==> config.mk <==
export PLATFORM = sky130hd
export DESIGN_NAME = pnns_queue
export DESIGN_NICKNAME = d
export VERILOG_FILES = /design/src/hw/rtl/pnns_pkg.sv /design/src/hw/rtl/pnns_queue.sv
export SDC_FILE = /design/constraint.sdc
export NUM_CORES = 1
export LEC_CHECK = 0
export ABC_AREA = 0
export BUFFER_PORTS_ARGS = -buffer_cell sky130_fd_sc_hd__buf_2
export CAP_MARGIN = 30
export CORE_MARGIN = 4
export CORE_UTILIZATION = 43
export CTS_CLUSTER_DIAMETER = 50
export CTS_CLUSTER_SIZE = 16
export DETAILED_ROUTE_END_ITERATION = 10
export GPL_ROUTABILITY_DRIVEN = 1
export PLACE_DENSITY = 0.75
export SYNTH_ARGS = -nofsm -noshare
export SYNTH_HDL_FRONTEND = slang
export SYNTH_SLANG_ARGS = --single-unit
==> constraint.sdc <==
create_clock -name clk_i -period 4.5 [get_ports clk_i]
set_clock_uncertainty 0.15 [all_clocks]
set_input_delay 0 -clock clk_i [delete_from_list [all_inputs] [get_ports clk_i]]
set_output_delay 0 -clock clk_i [all_outputs]
set_load 0.02 [all_outputs]
==> src/hw/rtl/pnns_pkg.sv <==
package pnns_pkg;

  // Geometry
  localparam int unsigned SOURCE_SIDE = 128;
  localparam int unsigned OUTPUT_SIDE = 240;
  localparam int unsigned ROW_BYTES   = SOURCE_SIDE / 2;
  localparam int unsigned FRAME_BYTES = SOURCE_SIDE * SOURCE_SIDE / 2;

  // Field widths
  localparam int unsigned ADDR_W  = 13;
  localparam int unsigned BYTE_W  = 8;
  localparam int unsigned COLOR_W = 16;
  localparam int unsigned COORD_W = 8;
  localparam int unsigned NIB_W   = 4;

  // Raster counters and source-coordinate stepping (sx = ox*S/O, done incrementally)
  localparam int unsigned CNT_W     = $clog2(OUTPUT_SIDE);
  localparam int unsigned SX_W      = $clog2(SOURCE_SIDE);
  localparam int unsigned ACC_W     = $clog2(OUTPUT_SIDE) + 1;
  localparam int unsigned STEP_INT  = SOURCE_SIDE / OUTPUT_SIDE;
  localparam int unsigned STEP_FRAC = SOURCE_SIDE % OUTPUT_SIDE;

  // Palette registers
  localparam int unsigned PAL_REGS  = 4;
  localparam int unsigned CFG_W     = 64;
  localparam int unsigned CFG_IDX_W = 2;

  // Queue between front and back
  localparam int unsigned Q_DEPTH = 4;
  localparam int unsigned Q_PTR_W = 2;
  localparam int unsigned Q_CNT_W = 3;

  typedef enum logic {
    FUNC_WRITE = 1'b0,
    FUNC_EMIT  = 1'b1
  } func_e;

  // One classified request on its way to the back end
  typedef struct packed {
    logic               is_emit;
    logic [ADDR_W-1:0]  addr;
    logic [BYTE_W-1:0]  wdata;
    logic               nib_hi;
    logic [COORD_W-1:0] x;
    logic [COORD_W-1:0] y;
    logic               frame_end;
  } q_entry_t;

  typedef struct packed {
    logic full;
    logic empty;
  } q_status_t;

endpackage

==> src/hw/rtl/pnns_queue.sv <==
module pnns_queue (
  input  logic                clk_i,
  input  logic                rst_ni,
  input  logic                push_i,
  input  pnns_pkg::q_entry_t  push_data_i,
  input  logic                pop_i,
  output pnns_pkg::q_entry_t  head_o,
  output pnns_pkg::q_status_t status_o
);

  pnns_pkg::q_entry_t entries_q [pnns_pkg::Q_DEPTH];
  logic [pnns_pkg::Q_PTR_W-1:0] wr_ptr_q, wr_ptr_d;
  logic [pnns_pkg::Q_PTR_W-1:0] rd_ptr_q, rd_ptr_d;
  logic [pnns_pkg::Q_CNT_W-1:0] count_q, count_d;

  assign status_o.full  = (count_q == pnns_pkg::Q_CNT_W'(pnns_pkg::Q_DEPTH));
  assign status_o.empty = (count_q == '0);
  assign head_o         = entries_q[rd_ptr_q];

  // Pointer and fill-count update
  always_comb begin
    wr_ptr_d = wr_ptr_q;
    rd_ptr_d = rd_ptr_q;
    count_d  = count_q;
    if (push_i) begin
      wr_ptr_d = wr_ptr_q + 1'b1;
    end
    if (pop_i) begin
      rd_ptr_d = rd_ptr_q + 1'b1;
    end
    if (push_i && !pop_i) begin
      count_d = count_q + 1'b1;
    end else if (!push_i && pop_i) begin
      count_d = count_q - 1'b1;
    end
  end

  always_ff @(posedge clk_i or negedge rst_ni) begin
    if (!rst_ni) begin
      wr_ptr_q <= '0;
      rd_ptr_q <= '0;
      count_q  <= '0;
    end else begin
      wr_ptr_q <= wr_ptr_d;
      rd_ptr_q <= rd_ptr_d;
      count_q  <= count_d;
    end
  end

  // Entry storage, no reset needed
  always_ff @(posedge clk_i) begin
    if (push_i) begin
      entries_q[wr_ptr_q] <= push_data_i;
    end
  end

endmodule

==> reports/results.txt, run 1 <==
The layout has 1049 filler cells. The H-tree generated during clock tree synthesis spans 4 levels. The die covers 16400 um2. The library cell used most frequently in the layout, excluding fill and tap cells, is edfxtp_1.

For this block, wires on met1 add up to 4600 um. Once the floorplan was initialized, standard cells occupied 44.3% of the core. The leakage power of the design is 2.79 nW, and the post-layout minimum cycle time is 2.41 ns. The flow ran to the end, and the final reports show no timing, DRC or antenna violations. The HPWL after detailed placement is 6770 um. The flip-flop and latch count after synthesis came out at 167. Of all nets on the critical path, the largest fanout is 42. During synthesis, Yosys emitted a total of 0 warnings.

The insertion delay of the later-clocked pin in the worst-skew pair is 0.42 ns, and the final worst-path cycle share is 53.5%. TritonCTS built the clock tree. Detailed routing placed a total of 614 um of wire on met3. At the worst endpoint, the required time is 4.35 ns. The top cell type by area accounts for 77.3% of the synthesized area. The cell count after placement was 504. The final count of negative-setup-slack endpoints is 0, and the synthesized area per cell is 25.5 um2.

The highest metal layer with signal wires is met4. Once layout is complete, the utilization of the core stands at 56.4%. The root buffer cell chosen for the clock tree is clkbuf_16.

The synthesis-to-layout area growth came out at 27.4%. Once layout is complete, the cells apart from fillers number 581. The power density over cell area was 657 nW/um2. In the routed layout, each cell is associated on average with a via count of 4.88. In the layout the commonest cells are edfxtp_1 (160), buf_2 (85), dlygate4sd3_1 (44). Input and output buffers added on the ports amount to 85. The number of setup buffers added after CTS is 0.

The setup slack after layout came out at 2.09 ns. The routed design uses 5620 um of met2 wire. The die is 128 um wide. The cell type contributing the most total cell area after synthesis is edfxtp_1.

Across the run, the number of max-cap violations was 0. For the via count, the log shows 2838. Category of the most critical setup path: reg -> out.

Counting every net in the synthesized netlist gives 294. The first detailed-routing pass took 4 iterations. The die is 128 um tall.

Setup repair after global routing left no endpoint under its margin. The logs give 250 for the iteration-0 DRC count of the detailed router and 0 for the total grt overflow. In this run the core area contains 43 standard-cell rows.

The logs give 6860 um2 for the instance area at placement and 0 for the max-slew violation total from the final report. Combined global-route utilization of all metal layers: 14.4%. The setup TNS after final layout came out at 0 ns. Sorting the synthesized cells by area gives the leading types as edfxtp_1 (77%), mux4_2 (14%), dfrtp_1 (2.8%).

The sort of element at the end of the critical path was an output port. The total wire length was 10900 um; the share of layout cells above drive strength 1 was 39.8%. The number of antenna violations at the first check in global routing was 1.

After detailed routing, the average wire length per cell comes to 18.8 um. The first global-routing pass estimated 17300 um of wire. The worst path arrival time was 2.26 ns. For this run, the top clock speed supported by timing is 0.415 GHz. For the routability congestion estimate, the log shows 0.636.

The tree built by TritonCTS fans out to 167 sinks. After routing the design area is 7930 um2. The antenna violation net count after detailed routing was 0.

The worst pin sits at a relative slew slack of 45.2%. The number of global-route vias before repair was 3144; the maximum vdd drop was 326 uV. The transition at the pin with the smallest max-transition slack is 0.822 ns, and the post-detailed-route DRC marker count is 0. The clock input transition at the sequential cells of the worst setup and hold paths is 0.06 ns, and the number of nets at the end of the flow is 437.

The run gives 2 as the maximum buffer depth of the clock tree. TritonCTS created 17 clock buffers. After synthesis, the netlist uses 20 different library cells. The maximum number of pins on one net before global-route repair is 43, and the gate count after technology mapping is 244. The worst setup path is launched from a flip-flop. Before CTS, the worst setup slack after placement is 2.48 ns. The worst hold path belongs to the class in -> reg. The number of endpoints with negative hold slack in the final report was 0.

In this run the count of I/O pins placed on the die edge is 86. The summed instance area of the synthesized netlist was 6220 um2; the area of the core was 14000 um2. The post-synthesis sequential area ratio was 80.1%.
final cells by class:
| cell class | count | area (um2) | area share, % |
|---|---|---|---|
| tap | 180 | 225 | 2.84 |
| timing repair buffer | 134 | 966 | 12.2 |
| antenna | 1 | 2.50 | 0.0316 |
| sequential | 167 | 4980 | 62.9 |
| clock buffer | 20 | 437 | 5.51 |
| inverter | 4 | 15.0 | 0.189 |
| clock inverter | 12 | 181 | 2.29 |
| multi-input combinational | 63 | 1110 | 14.1 |
per-stage QoR:
| stage | power (mW) | hold WS [ns] |
|---|---|---|
| after floorplan | 3.30 | -0.446 |
| after global placement | 3.66 | -0.309 |
| after detailed placement | 3.74 | -0.305 |
| after CTS | 5.29 | 0.175 |
| after global routing | 5.46 | 0.177 |
| final | 5.20 | 0.189 |
flip-flops by register name, indices dropped and copies added, names as in the netlist:
name,count
entries_q,160
rd_ptr_q,2
wr_ptr_q,2
count_q,3
power breakdown:
group	switching, mW	total, mW	internal, mW
Clock	0.531	1.50	0.973
Sequential	0.204	2.24	2.04
Combinational	0.791	1.46	0.665
Total	1.53	5.20	3.68
cell families after synthesis:
family / count (synthesis) / share of synthesized area, %
compound gates: 1 / 0.0804
xor+xnor: 6 / 0.845
fa+ha+maj: 6 / 1.33
buf+inv: 14 / 2.09
flops: 167 / 80.1
mux: 41 / 14.8
simple gates: 9 / 0.785
final timing paths:
path / from / slack (ns) / to / depth (start not counted)
setup / recovery: rd_ptr_q[0] / 2.09 / head_o[26] / 2
max in group asynchronous: rst_ni / 3.55 / rd_ptr_q[0] / 3
min in group asynchronous: rst_ni / 0.38 / count_q[0] / 3
hold / removal: pop_i / 0.19 / rd_ptr_q[0] / 3
hold reg to reg: count_q[2] / 0.38 / count_q[2] / 1
setup reg to reg: wr_ptr_q[0] / 2.76 / entries_q[3][26] / 3
cells in the mapped netlist, drive strengths merged:
library cell	count
buf	9
inv	4
mux2	1
fa	1
dfrtp	7
nor3	1
xnor2	2
xor2	4
ha	5
o21ai	1
nor2	1
nand2	2
clkbuf	1
and2	4
edfxtp	160
nor3b	1
mux4	40
critical path, stage by stage (launching register included):
cell and delay [ns]:
dfrtp_4 0.96, mux4_1 0.66, buf_2 0.18
metal layers:
| metal | vias up | track usage, % |
|---|---|---|
| met2 | 66 | 22.9 |
| met3 | 7 | 5.88 |
| li1 | 1320 | - |
| met1 | 1445 | 18.1 |
| met5 | - | 0 |
| met4 | 0 | 4.43 |
timing repair:
| action | 4_1_cts | 5_1_grt |
|---|---|---|
| hold buffers | 44 | 0 |
| gates resized for setup | 0 | 0 |
| hold endpoints to repair | 173 | 0 |
(Power assumes the default switching activity.)
==> run 2, diff against run 1 <==
--- a/config.mk
+++ b/config.mk
@@ -14,7 +14,7 @@
 export CTS_CLUSTER_SIZE = 16
 export DETAILED_ROUTE_END_ITERATION = 10
 export GPL_ROUTABILITY_DRIVEN = 1
-export PLACE_DENSITY = 0.75
+export PLACE_DENSITY = 0.77
 export SYNTH_ARGS = -nofsm -noshare
 export SYNTH_HDL_FRONTEND = slang
 export SYNTH_SLANG_ARGS = --single-unit
==> constraint.sdc (replaced) <==
create_clock -name clk_i -period 2 [get_ports clk_i]
set_clock_uncertainty 0.15 [all_clocks]
set_input_delay 0 -clock clk_i [delete_from_list [all_inputs] [get_ports clk_i]]
set_output_delay 0 -clock clk_i [all_outputs]
set_load 0.02 [all_outputs]
==> reports/results.txt, run 2 (synthesis results as in run 1) <==
The flow ran to the end, and the final reports show no timing, DRC or antenna violations. The slowest stage of the critical path is the dfrtp_4 cell. The power density over cell area was 1490 nW/um2 (+130%). The maximum vdd drop is 607 uV (+86%), and the combined global-route utilization of all metal layers is 15.0% (+0.60 points). The number of cells on the worst hold path is 2 (-1), and the global-route track usage on met2 is 25.4% (+2.6 points). The category of the most critical setup path is reg -> out.

The horizontal die dimension is 128 um (unchanged). The most common library cell in the layout ignoring fill and taps was edfxtp_1. The total wire length was 11300 um (+3.6%); the maximum number of pins on one net before global-route repair was 34 (-21%). In the final layout, the registers with the most flip-flops are entries_q x160, count_q x3. The site row count is 43 (unchanged). The total power of the final layout came out at 12.2 mW (+130%).

First-pass GRT wire length: 18100 um (+4.8%). The count of filler cells inserted in the layout was 1010 (-3.7%); the transition at the pin with the smallest max-transition slack was 0.369 ns (-0.453 ns). The number of optimization iterations in the first detailed-route pass is 4 (unchanged), and the worst reg-to-reg path cell count is 4 (+1). The tools report the final count of negative-setup-slack endpoints as 0 (unchanged). Walking the worst path, the cells encountered are buf_4 -> buf_4 -> mux4_2 -> buf_6. The setup TNS after final layout was 0 ns (unchanged); the critical path data required time was 1.85 ns (-2.50 ns). The run gives 167 (unchanged) as the total number of clock tree sinks. The maximum fanout along the worst path is 5 (-88%), and the routability congestion estimate is 0.698 (+9.7%).

Total area of sequential cells: 4990 um2 (about the same). Post-layout minimum cycle time: 1.96 ns. The insertion delay of the later-clocked pin in the worst-skew pair is 0.41 ns (about the same), and the starting utilization of the core area is 44.3% (unchanged). Counting stages on the worst path, the most repeated cell is buf_4. The total CTS buffers was 17 (unchanged); the leakage power of the design was 2.92 nW (+4.9%). The cell count after placement was 511 (+1.4%); the footprint of the multi-input gates was 1110 um2 (unchanged). The number of global-route vias before repair is 3370 (+7.2%). The run gives 16400 um2 (unchanged) as the overall die area. The via density per instance works out to 4.95 (+1.4%). The startpoint identified for the worst hold timing path is push_data_i[10]. The top register by number of flip-flops is entries_q. The die height was 128 um (unchanged). Per-cell routed wire length: 18.9 um (+0.50%). The synthesis-to-layout area growth came out at 32.1%. The share of layout cells above drive strength 1 was 42.5% (+2.7 points).

Setup repair after global routing could not meet its margin everywhere. The max-slew violation total from the final report came out at 0 (unchanged). The post-detailed-route DRC marker count came out at 0 (unchanged). The tree is rooted in a clkbuf_16.

The clock input transition at the sequential cells of the worst setup and hold paths was 0.06 ns (about the same); the total grt overflow was 0 (unchanged). The run gives 0.510 GHz as the maximum clock frequency. The most critical setup path has its startpoint at rd_ptr_q[0]. The number of nets at the end of the flow is 456 (+4.3%), and the level count of the clock H-tree is 4 (unchanged).

Number of endpoints with negative hold slack in the final report: 0 (unchanged). The met1 usage came out at 17.9% (-0.19 points). The tools report the number of antenna diodes as 0 (-1). The register-to-register path setup slack is 0.44 ns (-2.32 ns), and the smallest hold slack is 0.186 ns (-0.00348 ns). The worst setup path is captured at an output port. The layer carrying the most global-route usage was met2.

The library cells used most frequently in the layout, excluding fill and tap cells, are edfxtp_1 (160), buf_2 (67), dlygate4sd3_1 (44). The min-delay analysis places its worst path in the category in -> reg. The count of buffers inserted at the top-level ports is 85 (unchanged), and the number of max-cap violations is 0 (unchanged). The worst slew margin relative to its limit was 75.4% (+30 points). The flip-flop count of the largest register, all copies and words added is 160 (unchanged).

For the iteration-0 DRC count of the detailed router, the log shows 148 (-41%). The global-route track usage on met3 was 4.88% (-1.0 points). The startpoint of the most critical register-to-register path was count_q[0].

The worst path arrival time was 1.81 ns (-0.45 ns). In the finished design, the share of the clock period the worst path needs comes to 98.1%. TritonCTS built the clock tree.

The via count was 2967 (+4.5%); the antenna violation net count after detailed routing was 0 (unchanged). The detailed-placement wirelength estimate was 6900 um (+1.9%). For the maximum buffer depth of the clock tree, the log shows 2 (unchanged). For the final standard cell count with taps included and fillers excluded, the log shows 599 (+3.1%). The area of the core is 14000 um2 (unchanged). Final core area utilization: 58.5% (+2.1 points).

The type of element launching the critical path was a flip-flop. The number of antenna violations at the first check in global routing was 0 (-1). The total I/O pin count came out at 86 (unchanged).

Largest stage delay on the critical path: 0.50 ns (-0.46 ns).
==> run 2: changes by cell type in the layout (fill, tap and decap cells not counted), moves of 2 or more <==
cell,before,now
buf_12,5,9
buf_2,85,67
buf_4,0,10
buf_6,0,19
buf_8,0,2
bufinv_16,5,2
clkbuf_1,3,5
clkbuf_16,17,19
clkinv_1,5,3
==> run 2: worst paths after layout <==
path	to
worst max-delay path	head_o[24]
worst min-delay path	entries_q[2][10]
worst max register to register	count_q[2]
worst min register to register	count_q[2]
max in group asynchronous	rd_ptr_q[1]
min in group asynchronous	wr_ptr_q[1]
==> run 2: area by class of cell <==
class | count | share of cell area, %
Sequential cell | 167 | 60.7
Timing Repair Buffer | 153 | 16.1
Multi-Input combinational cell | 63 | 13.6
Clock buffer | 22 | 5.41
Tap cell | 180 | 2.74
Clock inverter | 10 | 1.28
Inverter | 4 | 0.183
==> run 2: through the flow <==
| step | worst slack, ns | instance area (um2) |
|---|---|---|
| finish | 0.0376 | 8220 |
| CTS | -0.0121 | 8020 |
| detailed placement | 0.243 | 6950 |
| floorplan | 0.283 | 6220 |
| global placement | 0.253 | 6950 |
| global route | -0.0245 | 8220 |
==> run 2: routing by layer <==
layer,part of all wire (%),up-vias
met2,54,73
met4,0.79,0
met3,5.4,7
li1,-,1353
met1,40,1534
met5,0,-
==> run 2: where the power goes <==
group / total (mW) / switching [mW] / internal [mW]
sequential: 4.80 / 0.207 / 4.60
clock: 3.02 / 1.19 / 1.82
combinational: 4.38 / 2.18 / 2.20
==> run 2: repair_timing <==
item                                    CTS  global route
hold endpoints to repair                173             0
endpoints found under the setup margin   40            29
gates resized for setup                   1            45
pin swaps                                 0             0
buffers inserted                          8             2
gates cloned                              0             2
hold buffers                             44             0
==> run 2: worst max-delay path, delay by kind of cell, from the launching register on <==
family,cells,cell delay [ns]
muxes,1,0.42
DFF,1,0.50
buffers and inverters,3,0.48
==> run 3, diff against run 2 <==
--- a/config.mk
+++ b/config.mk
@@ -8,13 +8,15 @@
 export ABC_AREA = 0
 export BUFFER_PORTS_ARGS = -buffer_cell sky130_fd_sc_hd__buf_2
 export CAP_MARGIN = 30
-export CORE_MARGIN = 4
+export CELL_PAD_IN_SITES_DETAIL_PLACEMENT = 1
+export CELL_PAD_IN_SITES_GLOBAL_PLACEMENT = 1
+export CORE_MARGIN = 5
 export CORE_UTILIZATION = 43
 export CTS_CLUSTER_DIAMETER = 50
 export CTS_CLUSTER_SIZE = 16
 export DETAILED_ROUTE_END_ITERATION = 10
 export GPL_ROUTABILITY_DRIVEN = 1
-export PLACE_DENSITY = 0.77
+export PLACE_DENSITY = 0.84
 export SYNTH_ARGS = -nofsm -noshare
 export SYNTH_HDL_FRONTEND = slang
 export SYNTH_SLANG_ARGS = --single-unit
==> reports/results.txt, run 3 (synthesis results as in run 1) <==
The die height is 130 um (+1.6%). The leakage power of the design is 2.82 nW (-3.5%). The setup slack after layout came out at 0.0466 ns (+0.00902 ns). The total grt overflow was 0 (unchanged). Horizontal die dimension: 130 um (+1.6%). The endpoint of the most critical register-to-register path was entries_q[2][10].

The flip-flop count of the largest register, all copies and words added works out to 160 (unchanged). The startpoint identified for the worst register-to-register timing path is wr_ptr_q[0]. The smallest hold slack is 0.184 ns (-0.00223 ns), and the transition at the pin with the smallest max-transition slack is 0.399 ns (+0.0305 ns). The largest stage delay on the critical path was 0.56 ns (+0.06 ns); the cell count after placement was 515 (+0.78%). The startpoint identified for the worst hold timing path is push_data_i[30]. Instance area at placement: 6900 um2 (-0.83%).

Met1 usage: 19.9% (+2.0 points). The register-to-register path setup slack was 0.33 ns (-0.11 ns); the final worst-path cycle share was 97.7% (-0.45 points). First-pass GRT wire length: 19100 um (+5.7%). Site row count: 44 (+2.3%). Library cell contributing the largest single delay on the critical path: mux4_2.

Leaving out fill and tap cells, the most frequent cell in the layout is edfxtp_1. The routability congestion estimate is 0.689 (-1.3%). For the post-detailed-route DRC marker count, the log shows 0 (unchanged). STA classifies the critical path startpoint as a flip-flop. The final count of negative-setup-slack endpoints came out at 0 (unchanged).

The root cell of the clock tree is clkbuf_16. The flow ran to the end, and the final reports show no timing, DRC or antenna violations. The global-route track usage on met2 was 25.8% (+0.33 points). The area of the core came out at 14400 um2 (+2.3%). TritonCTS built the clock tree. The maximum fanout along the worst path works out to 14 (+9). The power density over cell area came out at 1490 nW/um2 (about the same). The starting utilization of the core area is 43.3% (-1.0 points).

Category of the most critical setup path: reg -> out. The critical path buffer and inverter count was 2 (-1); the area of all placed cells without fillers was 7980 um2 (-2.8%). Maximum vdd drop: 713 uV (+18%). The via density per instance came out at 5.02 (+1.3%). The sort of element at the end of the critical path is an output port. The worst slew margin relative to its limit is 73.4% (-2.0 points). Worst min-delay path class: in -> reg.

The insertion delay of the later-clocked pin in the worst-skew pair is 0.41 ns (about the same). Detailed-placement wirelength estimate: 7580 um (+9.8%). The iteration-0 DRC count of the detailed router is 178 (+20%), and the final standard cell count with taps included and fillers excluded is 592 (-1.2%). Number of global-route vias before repair: 3324 (-1.4%). For the setup TNS after final layout, the log shows 0 ns (unchanged). The top register by number of flip-flops was entries_q. Total wire length: 12200 um (+7.8%). The tools report the maximum number of pins on one net before global-route repair as 30 (-12%). The critical path data required time was 1.85 ns (about the same). The number of nets at the end of the flow is 445 (-2.4%). The synthesis-to-layout area growth was 28.4%; the total number of clock tree sinks was 167 (unchanged). The antenna violation net count after detailed routing is 0 (unchanged), and the worst reg-to-reg path cell count is 4 (unchanged). Number of antenna diodes: 0 (unchanged).

The run gives 1258 (+25%) as the count of filler cells inserted in the layout. Number of optimization iterations in the first detailed-route pass: 4 (unchanged). The number of endpoints with negative hold slack in the final report is 0 (unchanged), and the global-route track usage on met3 is 5.32% (+0.45 points). The worst setup slack after placement was 0.358 ns (+0.115 ns); the share of layout cells above drive strength 1 was 42.4% (-0.080 points). Leaving out fill and tap cells, the most frequent cells in the layout are edfxtp_1 (160), buf_2 (81), dlygate4sd3_1 (44). Total CTS buffers: 17 (unchanged).

The kind of cell with the highest combined delay along the critical path is multiplexers. The total I/O pin count was 86 (unchanged). For the level count of the clock H-tree, the log shows 4 (unchanged). The layer carrying the most global-route usage was met2. The tools report the number of antenna violations at the first check in global routing as 0 (unchanged).

Setup repair after global routing could not meet its margin everywhere. The count of buffers inserted at the top-level ports is 85 (unchanged), and the overall die area is 17000 um2 (+3.1%). The number of cells on the worst hold path was 2 (unchanged).

The signal on the critical path passes through buf_16 -> mux4_2 -> buf_6. The run gives 1.80 ns (about the same) as the worst path arrival time. The via count is 2970 (+0.10%). Post-layout minimum cycle time: 1.95 ns (-0.00902 ns). Per-cell routed wire length: 20.6 um (+9.1%).

The clock input transition at the sequential cells of the worst setup and hold paths came out at 0.06 ns (about the same). The maximum clock frequency is 0.512 GHz (+0.46%). The worst hold path terminates at entries_q[2][30].

The max-slew violation total from the final report is 0 (unchanged), and the combined global-route utilization of all metal layers is 15.6% (+0.65 points). The largest registers in the layout are entries_q x160, count_q x3. The number of max-cap violations is 0 (unchanged), and the maximum buffer depth of the clock tree is 2 (unchanged).
-- run 3: cell count changes in the layout (fill, tap and decap cells not counted), sizes merged --
| cell | before | now |
|---|---|---|
| buf | 107 | 98 |
| clkbuf | 24 | 19 |
| bufinv | 2 | 3 |
| clkinv | 6 | 7 |
| inv | 4 | 5 |
-- run 3: power breakdown --
part / leakage [nW] / internal [mW] / total (mW) / switching [mW]
sequential: 1.55 / 4.59 / 4.83 / 0.231
clock: 0.282 / 1.95 / 3.23 / 1.27
combinational: 0.987 / 1.70 / 3.80 / 2.11
-- run 3: worst register-to-register path, delay by kind of cell (launching register included) --
kind                       cells  cell delay, ns
buffers and inverters          2            0.44
adders and majority gates      1            0.15
and+or+nand+nor                1            0.15
DFF                            1            0.42
-- run 3: worst max path at each step --
stage | start | to | cells after the start
after detailed placement | wr_ptr_q[0] | entries_q[2][12] | 4
after CTS | rd_ptr_q[0] | head_o[36] | 3
after floorplan | wr_ptr_q[0] | entries_q[2][0] | 3
final | rd_ptr_q[0] | head_o[9] | 3
after global placement | rd_ptr_q[0] | head_o[26] | 3
after global routing | rd_ptr_q[0] | head_o[9] | 3
-- run 3: timing repair --
| action | CTS | global route |
|---|---|---|
| cloned | 1 | 0 |
| endpoints found under the setup margin | 27 | 31 |
| endpoints found under the hold margin | 173 | 0 |
| buffers inserted | 1 | 0 |
| hold buffers | 44 | 0 |
| gates resized for setup | 5 | 10 |
-- run 3: layout make-up --
cell class / instances / area, um2 / area share (%)
clock buffer: 19 / 433 / 5.42
clock inverter: 13 / 154 / 1.93
inverter: 4 / 15.0 / 0.188
multi-input combinational: 63 / 1110 / 13.9
sequential: 167 / 4980 / 62.5
tap: 184 / 230 / 2.88
timing repair buffer: 142 / 1060 / 13.3
-- run 3: per-layer routing --
metal | wire length [um] | vias up
li1 | - | 1328
met1 | 5170 | 1548
met2 | 6230 | 85
met3 | 717 | 9
met4 | 81 | 0
met5 | 0 | -
-- run 3: per-stage QoR --
step	power (mW)	util (%)
after floorplan	7.42	-
after global placement	8.40	48.0
after detailed placement	8.53	48.0
after CTS	12.0	55.5
after global routing	12.4	55.5
final	11.9	55.5
